**src/sv/mqf_pkg.sv**
```systemverilog
`timescale 1ns / 1ps
// ----------------------------------------------------------------------------
// mqf_pkg: shared types and constants of the MQTT packet framer
// Holds the phase, kind and error codes, field widths and the result record
// passed from the framing core to the output register.
// ----------------------------------------------------------------------------
package mqf_pkg;

    localparam int MAX_LENGTH_BYTES = 5;
    localparam int DIGIT_BITS       = 7;
    localparam int IDX_W            = 3;
    localparam int SHIFT_W          = 6;
    localparam int LEN_W            = 32;

    typedef enum logic [1:0] {
        PH_HEADER  = 2'd0,
        PH_LENGTH  = 2'd1,
        PH_PAYLOAD = 2'd2
    } phase_t;

    typedef enum logic [1:0] {
        K_HEADER  = 2'd0,
        K_LENGTH  = 2'd1,
        K_PAYLOAD = 2'd2,
        K_ERROR   = 2'd3
    } kind_t;

    typedef enum logic [1:0] {
        E_ZERO_HEADER = 2'd0,
        E_TOO_LONG    = 2'd1,
        E_MISSING     = 2'd2
    } err_t;

    typedef struct packed {
        kind_t             kind;
        logic [7:0]        byte_out;
        logic [7:0]        header_value;
        logic [LEN_W-1:0]  remaining_length;
        logic              packet_end;
        err_t              error_code;
    } result_t;

endpackage

```
**src/sv/mqtt_packet_framer.sv**
```systemverilog
`timescale 1ns / 1ps
// ----------------------------------------------------------------------------
// mqtt_packet_framer: MQTT fixed header and remaining length framer
// Classifies each byte of a link stream as header, length, payload or error
// and marks the last byte of every packet.
// ----------------------------------------------------------------------------
//
//  Channel  | Direction | tdata                          | tuser    | tlast
//  ---------+-----------+--------------------------------+----------+-----------
//  s_*      | in        | data_byte                      | no_data  | -
//  m_*      | out       | byte_out, header_value,        | kind     | packet_end
//           |           | remaining_length, error_code   |          |
//
// Every input byte produces exactly one output transfer. Throughput is one
// byte per clock unless the output stalls; a byte passes the input register,
// then the result register behind the framing logic. The state update of the
// framing core sets this rate. Reset clears the framing state and both valid
// flags. A stall on the output holds the result register and, once the input
// register is also full, deasserts s_tready; no transfer is lost.
//
module mqtt_packet_framer
    import mqf_pkg::*;
(
    input  logic        clk,
    input  logic        rst_n,
    // Input stream.
    input  logic        s_tvalid,
    output logic        s_tready,
    input  logic [7:0]  s_tdata,   // [7:0] data_byte
    input  logic        s_tuser,   // [0] no_data
    // Output stream.
    output logic        m_tvalid,
    input  logic        m_tready,
    output logic [55:0] m_tdata,   // [7:0] byte_out, [15:8] header_value,
                                   // [47:16] remaining_length, [49:48] error_code,
                                   // [55:50] zero
    output logic [1:0]  m_tuser,   // [1:0] kind
    output logic        m_tlast    // packet_end
);

    logic       in_valid_reg;
    logic [7:0] in_byte_reg;
    logic       in_flag_reg;
    logic       out_valid_reg;
    result_t    out_reg;
    result_t    core_result;
    logic       advance;

    // A byte moves from the input register into the result register whenever
    // the result register is empty or its contents are being taken.
    assign advance  = in_valid_reg && (!out_valid_reg || m_tready);
    assign s_tready = !in_valid_reg || advance;

    mqf_frame_core u_core
    (
        .clk       (clk),
        .rst_n     (rst_n),
        .step      (advance),
        .data_byte (in_byte_reg),
        .no_data   (in_flag_reg),
        .result    (core_result)
    );

    always_ff @(posedge clk or negedge rst_n)
    begin
        if (!rst_n)
        begin
            in_valid_reg  <= 1'b0;
            out_valid_reg <= 1'b0;
        end
        else
        begin
            if (s_tready)
            begin
                in_valid_reg <= s_tvalid;
            end
            if (advance)
            begin
                out_valid_reg <= 1'b1;
            end
            else if (m_tready)
            begin
                out_valid_reg <= 1'b0;
            end
        end
    end

    // Payload registers carry no reset.
    always_ff @(posedge clk)
    begin
        if (s_tvalid && s_tready)
        begin
            in_byte_reg <= s_tdata;
            in_flag_reg <= s_tuser;
        end
        if (advance)
        begin
            out_reg <= core_result;
        end
    end

    assign m_tvalid = out_valid_reg;
    assign m_tuser  = out_reg.kind;
    assign m_tlast  = out_reg.packet_end;
    assign m_tdata  = {6'd0, out_reg.error_code, out_reg.remaining_length,
                       out_reg.header_value, out_reg.byte_out};

endmodule

```
**src/sv/mqf_frame_core.sv**
```systemverilog
`timescale 1ns / 1ps
// ----------------------------------------------------------------------------
// mqf_frame_core: framing state and per-byte classification
// Classifies one registered input byte per step and updates the packet state.
// ----------------------------------------------------------------------------
module mqf_frame_core
    import mqf_pkg::*;
(
    input  logic       clk,
    input  logic       rst_n,
    input  logic       step,
    input  logic [7:0] data_byte,
    input  logic       no_data,
    output result_t    result
);

    phase_t             phase_reg,       phase_next;
    logic [IDX_W-1:0]   digit_idx_reg,   digit_idx_next;
    logic [LEN_W-1:0]   acc_reg,         acc_next;
    logic [LEN_W-1:0]   bytes_left_reg,  bytes_left_next;
    logic [7:0]         header_reg,      header_next;

    logic [SHIFT_W-1:0] shift;
    logic [LEN_W-1:0]   group;
    logic [LEN_W-1:0]   acc_or;
    logic [LEN_W-1:0]   left_dec;

    // Each length byte contributes seven bits at position 7 * index.
    assign shift    = SHIFT_W'(digit_idx_reg) * SHIFT_W'(DIGIT_BITS);
    assign group    = LEN_W'({{(LEN_W-DIGIT_BITS){1'b0}}, data_byte[DIGIT_BITS-1:0]} << shift);
    assign acc_or   = acc_reg | group;
    assign left_dec = bytes_left_reg - LEN_W'(1);

    // Next state.
    always_comb
    begin
        phase_next      = phase_reg;
        digit_idx_next  = digit_idx_reg;
        acc_next        = acc_reg;
        bytes_left_next = bytes_left_reg;
        header_next     = header_reg;
        if (no_data)
        begin
            phase_next      = PH_HEADER;
            digit_idx_next  = '0;
            acc_next        = '0;
            bytes_left_next = '0;
        end
        else
        begin
            case (phase_reg)
                PH_LENGTH:
                begin
                    if (digit_idx_reg >= IDX_W'(MAX_LENGTH_BYTES))
                    begin
                        phase_next      = PH_HEADER;
                        digit_idx_next  = '0;
                        acc_next        = '0;
                        bytes_left_next = '0;
                    end
                    else
                    begin
                        acc_next       = acc_or;
                        digit_idx_next = digit_idx_reg + IDX_W'(1);
                        if (!data_byte[7])
                        begin
                            bytes_left_next = acc_or;
                            phase_next      = (acc_or == '0) ? PH_HEADER : PH_PAYLOAD;
                        end
                    end
                end
                PH_PAYLOAD:
                begin
                    bytes_left_next = left_dec;
                    if (left_dec == '0)
                    begin
                        phase_next     = PH_HEADER;
                        digit_idx_next = '0;
                        acc_next       = '0;
                    end
                end
                default:
                begin
                    // Expecting a header; the unused phase code lands here as well.
                    phase_next      = (data_byte == 8'd0) ? PH_HEADER : PH_LENGTH;
                    digit_idx_next  = '0;
                    acc_next        = '0;
                    bytes_left_next = '0;
                    if (data_byte != 8'd0)
                    begin
                        header_next = data_byte;
                    end
                end
            endcase
        end
    end

    // Result of the current byte.
    always_comb
    begin
        result.kind             = K_ERROR;
        result.byte_out         = data_byte;
        result.header_value     = 8'd0;
        result.remaining_length = '0;
        result.packet_end       = 1'b0;
        result.error_code       = E_ZERO_HEADER;
        if (no_data)
        begin
            result.byte_out   = 8'd0;
            result.error_code = E_MISSING;
        end
        else
        begin
            case (phase_reg)
                PH_LENGTH:
                begin
                    if (digit_idx_reg >= IDX_W'(MAX_LENGTH_BYTES))
                    begin
                        result.error_code = E_TOO_LONG;
                    end
                    else
                    begin
                        result.kind         = K_LENGTH;
                        result.header_value = header_reg;
                        if (!data_byte[7])
                        begin
                            result.remaining_length = acc_or;
                            result.packet_end       = (acc_or == '0);
                        end
                    end
                end
                PH_PAYLOAD:
                begin
                    result.kind             = K_PAYLOAD;
                    result.header_value     = header_reg;
                    result.remaining_length = acc_reg;
                    result.packet_end       = (left_dec == '0);
                end
                default:
                begin
                    if (data_byte != 8'd0)
                    begin
                        result.kind         = K_HEADER;
                        result.header_value = data_byte;
                    end
                end
            endcase
        end
    end

    always_ff @(posedge clk or negedge rst_n)
    begin
        if (!rst_n)
        begin
            phase_reg      <= PH_HEADER;
            digit_idx_reg  <= '0;
            acc_reg        <= '0;
            bytes_left_reg <= '0;
            header_reg     <= 8'd0;
        end
        else if (step)
        begin
            phase_reg      <= phase_next;
            digit_idx_reg  <= digit_idx_next;
            acc_reg        <= acc_next;
            bytes_left_reg <= bytes_left_next;
            header_reg     <= header_next;
        end
    end

    // Any error sends the framer back to header hunting with a clean length.
    a_error_resets: assert property (@(posedge clk) disable iff (!rst_n)
        step && result.kind == K_ERROR |=> phase_reg == PH_HEADER && acc_reg == '0)
        else $error("framer did not return to header after an error");

    // The length digit index never runs past the length field limit.
    a_idx_bound: assert property (@(posedge clk) disable iff (!rst_n)
        digit_idx_reg <= IDX_W'(MAX_LENGTH_BYTES))
        else $error("length digit index out of range");

    // A packet end always closes the packet.
    a_end_closes: assert property (@(posedge clk) disable iff (!rst_n)
        step && result.packet_end |=> phase_reg == PH_HEADER)
        else $error("packet end did not return to header");

    // Errors never carry a packet end.
    a_err_no_end: assert property (@(posedge clk) disable iff (!rst_n)
        result.kind == K_ERROR |-> !result.packet_end)
        else $error("error result flagged as packet end");

endmodule
```
**config.mk**
```make
export PLATFORM = sky130hd
export DESIGN_NAME = mqtt_packet_framer
export DESIGN_NICKNAME = d
export VERILOG_FILES = /design/src/sv/mqf_pkg.sv /design/src/sv/mqtt_packet_framer.sv /design/src/sv/mqf_frame_core.sv
export SDC_FILE = /design/constraint.sdc
export NUM_CORES = 1
export LEC_CHECK = 0
export BUFFER_PORTS_ARGS = -buffer_cell sky130_fd_sc_hd__buf_2
export CORE_MARGIN = 10
export CORE_UTILIZATION = 60
export DETAILED_ROUTE_END_ITERATION = 8
export GPL_TIMING_DRIVEN = 0
export PLACE_DENSITY = 0.91
export SETUP_SLACK_MARGIN = 0.1
export SYNTH_ARGS = -nofsm -noshare
export SYNTH_HDL_FRONTEND = slang
export SYNTH_HIERARCHICAL = 1
export SYNTH_SLANG_ARGS = --single-unit
export TNS_END_PERCENT = 10
```
**constraint.sdc**
```tcl
create_clock -name clk -period 4.4 [get_ports clk]
set_clock_uncertainty 0.2 [all_clocks]
set_input_delay 0.88 -clock clk [delete_from_list [all_inputs] [get_ports clk]]
set_output_delay 0.88 -clock clk [all_outputs]
set_load 0.01 [all_outputs]
```
After elaboration in Yosys (flattened, before gate mapping)
Cells that the tools add are included.
Storage, ports and cells
  register bits: 141
  input bits: 13
Cells by class
  magnitude comparators: 1
  eq/ne operators: 4
  shift operators: 1
  $add $sub $neg: 2
  multiplexer cells: 30
  $mul: 1
  reductions and logical operators: 17
  bitwise operators: 4
Operators by type and width (count)
  $mux W32: 6
  $pmux W32 S2: 2
  $pmux W33 S2: 1
  $logic_not A32 Y1: 2
  $mux W41: 1
  $mux W33: 1
  $or A32 B32 Y32: 1
  $shl A7 B6 Y32: 1
  $sub A32 B1 Y32 const B: 1
  $pmux W8 S2: 1
  $mux W2: 7
  $mux W3: 3
  $logic_not A8 Y1: 1
  $mux W8: 1
  $pmux W2 S2: 2
  $reduce_bool A8 Y1: 1
  $mul A3 B3 Y6 const B: 1
  $pmux W3 S2: 1
  $mux W1: 4
  $ne A4 B3 Y1 const B: 1
  $reduce_and A2 Y1: 2
  $reduce_and A4 Y1: 1
  $reduce_or A2 Y1: 2
  $add A3 B1 Y3 const B: 1
  10 further kinds: 15

Depth between registers and ports, before layout
  depth in word-level cells: 9
  mapped depth: 11
  gate-level depth less buffers: 9

Modules after synthesis
Netlist, hierarchy kept.
Modules (own cells, without submodules)
  mqf_frame_core: area an instance 5471.5 sq um, cells an instance 677, instances 1, sequential area each 1926.8 sq um
  mqtt_packet_framer: area an instance 2014.4 sq um, cells an instance 77, instances 1, sequential area each 1911.8 sq um

Worst setup path before layout
Ideal clock, no wire load.
  path type: input to register
  start: input m_tready
  end: register u_core.bytes_left_reg[26]
  stages on the path: 7
  path slack: 0.599 ns
  library setup time: 0.124 ns
  arrival time: 3.477 ns
  cells stage by stage: nand2b_1 -> and2_1 -> clkbuf_1 -> o21ai_0 -> clkbuf_1 -> a31o_2 -> a211o_1
Between the ends
  longest elaborated chain between the ends: 3
RTL lines
  start, declared: RTL line mqtt_packet_framer.sv:33  | input logic m_tready,
  $logic_or A1 B1 Y1: RTL line mqtt_packet_framer.sv:51  | assign advance = in_valid_reg && (!out_valid_reg || m_tready);
  $logic_and A1 B1 Y1: RTL line mqtt_packet_framer.sv:51
  named net advance: RTL line mqtt_packet_framer.sv:47  | logic advance;
  $reduce_and A2 Y1 (no source line)
  end signal, assigned: RTL line mqf_frame_core.sv:166  | bytes_left_reg <= bytes_left_next;
  end, declared: RTL line mqf_frame_core.sv:20  | logic [LEN_W-1:0] bytes_left_reg, bytes_left_next;
The timed path passes the listed nets, and every way through them passes these cells.
A chain may end at the register's enable or synchronous reset.

Final worst setup path
  start: register u_core.bytes_left_reg[0]
  end: register u_core.digit_idx_reg[0]
Between the ends
  longest elaborated chain between the ends: 4
RTL lines
  $sub A32 B1 Y32: RTL line mqf_frame_core.sv:32  | assign left_dec = bytes_left_reg - LEN_W'(1);
  $logic_not A32 Y1: RTL line mqf_frame_core.sv:75  | if (left_dec == '0)
  $ne A3 B2 Y1 (no source line)
  $reduce_and A2 Y1 (no source line)
  end signal, assigned: RTL line mqf_frame_core.sv:164  | digit_idx_reg <= digit_idx_next;
  end, declared: RTL line mqf_frame_core.sv:18  | logic [IDX_W-1:0] digit_idx_reg, digit_idx_next;
No other way between the ends.

==> results.yml <==
synth:
  syn_area_sq_um: 7490
  ys_top_cells_by_area: "dfrtp_1, edfxtp_1, a21oi_1"
  netlist.area_leader.share_pct: 26.4
  synth_warnings: 6
  yosys.area.top_type: "dfrtp_1"
  yosysMostFrequentCell: "nor2_1"
  synthFlopType: "dfrtp_1"
  async_reset_ff_share_pct: 56.0
  yosys-top-cells-count: "nor2_1, a21oi_1, dfrtp_1"
  synth_edf_count: 62
  yosysUniqueCellTypes: 63
  syn-mean-instance-area_sq_um: 9.93
  seq_area_frac_synth_pct: 51.3
  ys_seq_elements: 141
  synth_cells: 754
clock_tree:
  clk_pin_slew_ns: 0.06
  cts.sinks: 141
  cts_tree: "built"
  cts.htree.levels: 4
  clkLatencyLatePin_ns: 0.44
  cts_root_buffer: "clkbuf_16"
  post_cts_resized: 0
  numCtsBuffers: 17
  clk_path_buf_depth: 2
  hold_buffers: 0
  post_cts_buffers: 0
sta:
  worst_pin_slew_ns: 1.21
  fin_ws_ns: 0.569
  period_needed_ns: 3.83
  final-setup-viol-count: 0
  drv_slew: 0
  max_freq_mhz: 261
  min_period_over_period_pct: 87.1
  grt_setup_unrepaired: "false"
  relSlewSlack_pct: 19.0
  hold_viol: 0
drt:
  routedWlPerCell_um: 21.4
  drt_iter0_markers: 1077
  viasPerCell: 6.53
  routed_wl_um: 22000
  firstDrtPassIters: 6
  ant_nets: 0
  drc: 0
  dr_total_vias: 6709
die:
  num_rows: 40
  dieArea_sq_um: 17300
  boundaryPins: 74
  core_area_sq_um: 12100
  die_y_um: 132
  initial_core_util_pct: 61.8
  die_x_um: 132
grt:
  first_global_vias: 6446
  grt_pass1_wl_um: 35100
  grt_use_total_pct: 25.1
  grt_overflow: 0
  grt_max_degree: 69
  grt_antenna_before_repair: 0
critical_path:
  crit_path_max_incr_delay_ns: 0.66
  crit_buf_inv: 3
  cp_max_fo: 10
  setup.worst_path.end_class: "flop"
  critPathSlowestCell: "nor3b_1"
  crit_chain: "inv_1 > ha_1 > nor3b_1 > and4_1 > nand4_1 > xnor2_1 > o31ai_4 > and2_4 > buf_12 > buf_8 > mux2_1"
  cp-start-kind: "flop"
  worstSetupPathType: "flop to flop"
  crit_family: "simple AND/OR/NAND/NOR gates"
  critPathArrivalTime_ns: 3.95
  critPathRequiredTime_ns: 4.52
placed_design:
  dpl.hpwl_um: 15100
  portBuffers: 67
  post-place-ws_ns: 0.683
  placed_cells: 996
  place.gp.congestion: 0.958
pwr:
  p_leak_nw: 3.52
  power_density_nw_per_um2: 528
  peakVddDrop_uv: 237
  power_mw: 4.59
layout:
  diodes: 0
  fill_cells: 863
  multi_input_area_sq_um: 3290
  layout.nets: 866
  syn2layout_area_growth_pct: 16.1
  layout.area.seq_sq_um: 3840
  final_cells: 1028
  drive_above_1_share_pct: 19.9
  largest_register_ffs: 50
flow_run:
  cap_violations: 0
worst_hold_path:
  hp-class: "input port to asynchronous set/reset pin"
run_status:
  status: "finished, final reports clean"
-- placed cells by master (no fill, tap or decap), types with 4 or more instances in the layout --
| cell type | instances |
|---|---|
| a21oi_1 | 97 |
| buf_12 | 4 |
| nor3b_1 | 10 |
| nand4_1 | 5 |
| mux2_1 | 5 |
| o21ai_0 | 57 |
| nor4_1 | 12 |
| nand2_1 | 21 |
| nand3_1 | 8 |
| a22o_1 | 6 |
| mux2_2 | 14 |
| nor2_1 | 117 |
| o22ai_1 | 6 |
| and4_1 | 4 |
| inv_1 | 13 |
| and3_1 | 4 |
| edfxtp_1 | 62 |
| nand2b_1 | 5 |
| conb_1 | 6 |
| a32oi_1 | 4 |
| nor2b_1 | 6 |
| nor3_1 | 54 |
| clkbuf_16 | 17 |
| buf_2 | 66 |
| mux2_4 | 20 |
| or2_2 | 12 |
| dfrtp_1 | 79 |
| ha_1 | 6 |
| a41oi_1 | 4 |
| o32a_1 | 4 |
| clkbuf_1 | 49 |
| clkinv_2 | 4 |
| a31oi_1 | 11 |
| buf_4 | 9 |
-- logic make-up (layout without fill, tap and decap cells) --
| family | after synthesis | count (layout) | synth area share [%] |
|---|---|---|---|
| buf+inv | 76 | 177 | 5.01 |
| fa+ha+maj | 6 | 6 | 1.00 |
| other cells | 1 | 6 | 0.0501 |
| xor+xnor | 5 | 5 | 0.585 |
| compound gates | 206 | 206 | 16.2 |
| simple gates | 279 | 279 | 18.9 |
| mux | 40 | 40 | 7.00 |
| flops | 141 | 141 | 51.3 |
-- metal layers --
metal  wire length [um]  global-route usage [%]  vias to the layer above
li1                   -                       -                     2931
met1               8020                    31.3                     3161
met2              10300                    38.8                      530
met3               2840                    8.31                       87
met4                817                    11.4                        0
met5                  0                       0                        -
-- metrics by stage --
step                      hold slack, ns  area (sq um)  util [%]  TNS [ns]
after floorplan                    0.242          7500         -         0
after global placement             0.256          8050      66.5     -1.21
after detailed placement           0.289          8100      66.9         0
after CTS                         0.0817          8690      71.8         0
after global routing              0.0801          8690      71.8         0
final                             0.0773          8690      71.8         0
-- area by class of cell --
cell class	instances	area share [%]
clock inverters	13	1.71
flip-flops and latches	141	44.2
multi-input cells	542	37.9
clock buffers	19	5.09
inverters	13	0.561
well taps	168	2.42
plain buffers	63	3.76
repair buffers	69	4.43
-- power breakdown --
part	switching, mW	internal, mW
Sequential	0.0955	1.53
Clock	0.553	0.896
Combinational	1.02	0.496
Total	1.67	2.92
-- worst register-to-register path: stages, from the launching register on --
cell and delay, ns:
dfrtp_1 0.43, inv_1 0.12, ha_1 0.26, nor3b_1 0.66
and4_1 0.30, nand4_1 0.17, xnor2_1 0.24, o31ai_4 0.46
and2_4 0.24, buf_12 0.13, buf_8 0.14, mux2_1 0.35
-- final timing paths --
path | cells past startpoint | startpoint | end | slack (ns)
min in group clk | 1 | u_core/header_reg[3] | u_core/header_reg[3] | 0.30
worst max-delay path | 11 | u_core/bytes_left_reg[0] | u_core/digit_idx_reg[0] | 0.57
worst max register to register | 11 | u_core/bytes_left_reg[0] | u_core/digit_idx_reg[0] | 0.57
worst min-delay path | 1 | rst_n | u_core/bytes_left_reg[14] | 0.08
max in group asynchronous | 2 | rst_n | u_core/acc_reg[15] | 3.33
worst min register to register | 1 | u_core/header_reg[3] | u_core/header_reg[3] | 0.30
Note: power is estimated with default switching activity, not from simulation.
